File: config.mk
export PLATFORM = sky130hd
export DESIGN_NAME = qfmu_cell
export DESIGN_NICKNAME = d
export VERILOG_FILES = /design/src/hdl/qfmu_pkg.sv /design/src/hdl/qfmu_cell.sv
export SDC_FILE = /design/constraint.sdc
export NUM_CORES = 1
export LEC_CHECK = 0
export CORE_MARGIN = 2
export CORE_UTILIZATION = 59
export DETAILED_ROUTE_END_ITERATION = 6
export DONT_BUFFER_PORTS = 1
export PLACE_DENSITY_LB_ADDON = 0.3
export SKIP_CTS_REPAIR_TIMING = 1
export SLEW_MARGIN = 40
export SYNTH_ARGS = -nofsm -noshare
export SYNTH_HDL_FRONTEND = slang
export SYNTH_SLANG_ARGS = --single-unit
File: constraint.sdc
create_clock -name i_clk -period 4 [get_ports i_clk]
set_input_delay 0.2 -clock i_clk [delete_from_list [all_inputs] [get_ports i_clk]]
set_output_delay 0.2 -clock i_clk [all_outputs]
set_load 0.05 [all_outputs]
File: src/hdl/qfmu_pkg.sv
package qfmu_pkg;

    typedef enum logic [2:0] {
        FN_UMUL = 3'd0,
        FN_SMUL = 3'd1,
        FN_UDIV = 3'd2,
        FN_SDIV = 3'd3,
        FN_SQRT = 3'd4
    } t_func;

    localparam int NCELLS = 32;

    // Token carried down the divide/sqrt chain.
    typedef struct packed {
        logic        vld;
        logic [2:0]  func;
        logic [31:0] rem;
        logic [31:0] feed;
        logic [31:0] quo;
        logic [31:0] dvs;
        logic        neg;
        logic [31:0] mres;   // finished product, passed through
    } t_tok;

endpackage

File: src/hdl/qfmu_cell.sv
module qfmu_cell (
    input  logic           i_clk,
    input  logic           i_rst_n,
    input  logic           i_stall,
    input  logic [4:0]     i_idx,
    input  qfmu_pkg::t_tok i_tok,
    output qfmu_pkg::t_tok o_tok
);
    import qfmu_pkg::*;

    t_tok        n_tok;
    t_tok        r_tok;
    logic [31:0] shr;
    logic [31:0] trial;
    logic [31:0] bitv;

    // Divide step: one quotient bit. Sqrt step (cells 0..7): one root bit.
    always_comb begin
        n_tok = i_tok;
        shr   = {i_tok.rem[30:0], i_tok.feed[31]};
        bitv  = 32'h4000 >> {i_idx[2:0], 1'b0};
        trial = i_tok.quo | bitv;
        if (i_tok.func == FN_UDIV || i_tok.func == FN_SDIV) begin
            n_tok.feed = {i_tok.feed[30:0], 1'b0};
            if (shr >= i_tok.dvs) begin
                n_tok.rem = shr - i_tok.dvs;
                n_tok.quo = {i_tok.quo[30:0], 1'b1};
            end else begin
                n_tok.rem = shr;
                n_tok.quo = {i_tok.quo[30:0], 1'b0};
            end
        end else if (i_tok.func == FN_SQRT && i_idx < 5'd8) begin
            n_tok.quo = i_tok.quo >> 1;
            if (i_tok.rem >= trial) begin
                n_tok.quo = (i_tok.quo >> 1) | bitv;
                n_tok.rem = i_tok.rem - trial;
            end
        end
    end

    always_ff @(posedge i_clk) begin
        if (!i_rst_n) begin
            r_tok.vld <= 1'b0;
        end else if (!i_stall) begin
            r_tok.vld <= i_tok.vld;
        end
        if (!i_stall) begin
            r_tok.func <= n_tok.func;
            r_tok.rem  <= n_tok.rem;
            r_tok.feed <= n_tok.feed;
            r_tok.quo  <= n_tok.quo;
            r_tok.dvs  <= n_tok.dvs;
            r_tok.neg  <= n_tok.neg;
            r_tok.mres <= n_tok.mres;
        end
    end

    assign o_tok = r_tok;
endmodule
==> impl_metrics.tcl <==
set metrics [dict create \
    busiest_layer "met2" \
    synth_area_sq_mm 0.0105 \
    clock_sinks 165 \
    synth_ff_type "edfxtp_1" \
    cts_root_buf "clkbuf_16" \
    cts_tree "done" \
    synth_fp_nets 1322 \
    p_int_mw 3.47 \
    area_growth_pct 21.2 \
    routabilityCongestion 0.906 \
    async_flop_share_pct 0 \
    drt_iter0_drc 933 \
    ir_worst_vdd_v 0.000319 \
    wl_per_cell_microns 21.9 \
    min_from "i_tok[90]" \
    firstDrtPassIters 7 \
    fp-row-count 48 \
    fin_crit_ns 3.12 \
    fin_setup_tns_ns 0 \
    rsz0062_at_grt "no" \
    cp_slowest_cell "a21oi_1" \
    worstReg2RegStart "o_tok[164]" \
    num_antenna_cells 0 \
    synthDominantCellAreaShare_pct 47.1 \
    slew_headroom_pct 46.2 \
    initial_core_util_pct 60.5 \
    design_area_sq_mm 0.0127 \
    antenna_found_initial 0 \
    period_share_pct 77.9 \
    worstPathCellList "nor2b_1 > a21oi_1 > ha_1 > o211ai_1 > a21oi_1 > o41ai_2 > o31ai_2 > o211ai_1 > a31oi_1 > a21oi_1 > nor2_1 > a311oi_1 > a21oi_1" \
    yosys-top-cells-count "nand2_1, edfxtp_1, a21oi_1, inv_1, o21ai_0" \
    drive_gt1_share_pct 5.33 \
    dr_total_vias 8961 \
    grt_max_degree 121 \
    startpoint "i_idx[2]" \
    use_met2_pct 47.9 \
    h-tree-depth 4 \
    routed_wl_microns 31700 \
    ant_nets 0 \
    cts_buffers 17 \
    syn_avg_cell_area_sq_um 9.66 \
    drc 1 \
    use_met3_pct 9.57 \
    whs_ns -0.00933 \
    hold_class "input pin to register" \
    vias_per_cell 6.20 \
    cap_violations 0 \
    critical_path_buf_inv_count 0 \
    pwr-share-clk_pct 31.1 \
    cp.required_ns 4.18 \
    layout_setup_ws_ns 0.883 \
    port_buffers 0 \
    crit_family "compound AO/OA/AOI/OAI gates" \
    worstRegToRegCells 3 \
    ys_seq_area_share_pct 47.3 \
    min_path_cells 2 \
    n_fill_cell 1253 \
    critPathMaxFanout 8 \
    pre_cts_slack_ns 0.492 \
    cp.depth 13 \
    netlist_instances 1083 \
    cpMostUsedCell "a21oi_1" \
    power_switching_mw 1.91 \
    crit_arrival_ns 3.29 \
    grt_util_met1_pct 37.3 \
    fmaxAchievable_ghz 0.321 \
    clk_latency_ns 0.43 \
    core_area_sq_mm 0.0173 \
    ys_warn_count 0 \
    grt_pass1_wl_microns 42200 \
    grt_pass1_vias 7701 \
    critPathLaunchType "input pin" \
    hold_violations 1 \
    nets 1447 \
    r2r_end "o_tok[164]" \
    maxSlewViolCount 0 \
    clock_path_buffers 2 \
    grt-ovfl-total 0 \
    slowest_delay_ns 0.66 \
    finalNonFillerCells 1445 \
    worstSetupPathType "input pin to register" \
    power.total_mw 5.37 \
    regToRegSetupSlack_ns 2.48 \
    power_frac_comb_pct 18.1 \
    synth.largest_area_cell "edfxtp_1" \
    synth_most_common_cell "nand2_1" \
    setup.worst_path.end_class "register" \
    place_inst 1279 \
    skew_ns 0 \
    pin_count 338 \
    tightestPinTransition_ns 0.807 \
    synth_area_leaders "edfxtp_1, ha_1, nand2_1" \
    violations "DRC, hold timing" \
    hpwl_microns 22600 \
    synth.distinct_cells 70 \
    endpoint "o_tok[67]" \
    die_h_microns 137 \
    power_density_mw_per_mm2 424 \
    ys_ff_latch 165 \
    total_leakage_power_nw 5.13 \
    switching_share_pct 35.5 \
    dpl_cell_area_sq_mm 0.0107 \
    status "complete, but fails checks" \
    clk_pin_slew_ns 0.07 \
    pwr-share-seq_pct 50.8 \
    grt_use_total_pct 29.7 \
    die_w_microns 137 \
    die-area_sq_mm 0.0188 \
    fin_util_pct 73.3 \
    synth-edff-count 164 \
    largest_register_ffs 165 \
    setup_viol 0 \
]
worst min path at each step:
stage                      to  slack, ns
floorplan            o_tok[0]       0.30
global placement     o_tok[6]       0.30
detailed placement  o_tok[26]       0.30
CTS                 o_tok[58]      -0.16
global route        o_tok[91]     -0.006
finish              o_tok[91]     -0.009
power groups by stage:
stage | clock network (mW) | logic [mW] | registers [mW]
final | 1.67 | 0.972 | 2.73
after global placement | 0 | 0.810 | 2.76
after detailed placement | 0 | 0.821 | 2.76
after global routing | 1.75 | 1.07 | 2.74
after floorplan | 0 | 0.658 | 2.73
after CTS | 1.68 | 0.827 | 2.73
worst reg2reg max path, stage by stage, from the launching register on:
cell and delay [ns]:
dfxtp_1 0.64, mux2i_1 0.17, nor2b_1 0.12, dlygate4sd3_1 0.54
cells in the final DEF, fill, tap and decap left out, drive strengths merged, types with 11 or more instances in the layout:
master,Yosys,routed
a211oi,22,22
a21o,25,25
a21oi,93,93
a31oi,18,18
buf,13,17
clkbuf,32,17
dlygate4sd3,0,134
edfxtp,164,164
ha,64,64
inv,81,89
mux2i,30,30
nand2,199,199
nand2b,13,13
nand3,12,12
nor2,56,56
o211ai,11,11
o21ai,79,79
xnor2,29,29
xor2,20,20
cell type report:
| class | instances | area [sq um] | area share, % |
|---|---|---|---|
| inverters | 81 | 312 | 2.46 |
| well taps | 225 | 282 | 2.22 |
| clock inverters | 14 | 163 | 1.28 |
| clock buffers | 17 | 425 | 3.36 |
| flip-flops and latches | 165 | 4940 | 39.0 |
| repair buffers | 151 | 1510 | 11.9 |
| multi-input cells | 792 | 5040 | 39.8 |
cells by family after synthesis:
logic type,share of synthesized area [%]
AND/OR/NAND/NOR,13.6
adder cells (fa/ha/maj),8.03
XOR/XNOR,4.10
flip-flops,47.3
multiplexers,2.98
buffers and inverters,4.70
AO/OA/AOI/OAI,19.4
metal layers:
| layer | routed length, microns | share of wire (%) |
|---|---|---|
| met5 | 0 | 0 |
| met4 | 1110 | 3.5 |
| met3 | 3150 | 9.9 |
| met2 | 15000 | 47 |
| met1 | 12400 | 39 |
Note: power is estimated with default switching activity, not from simulation.
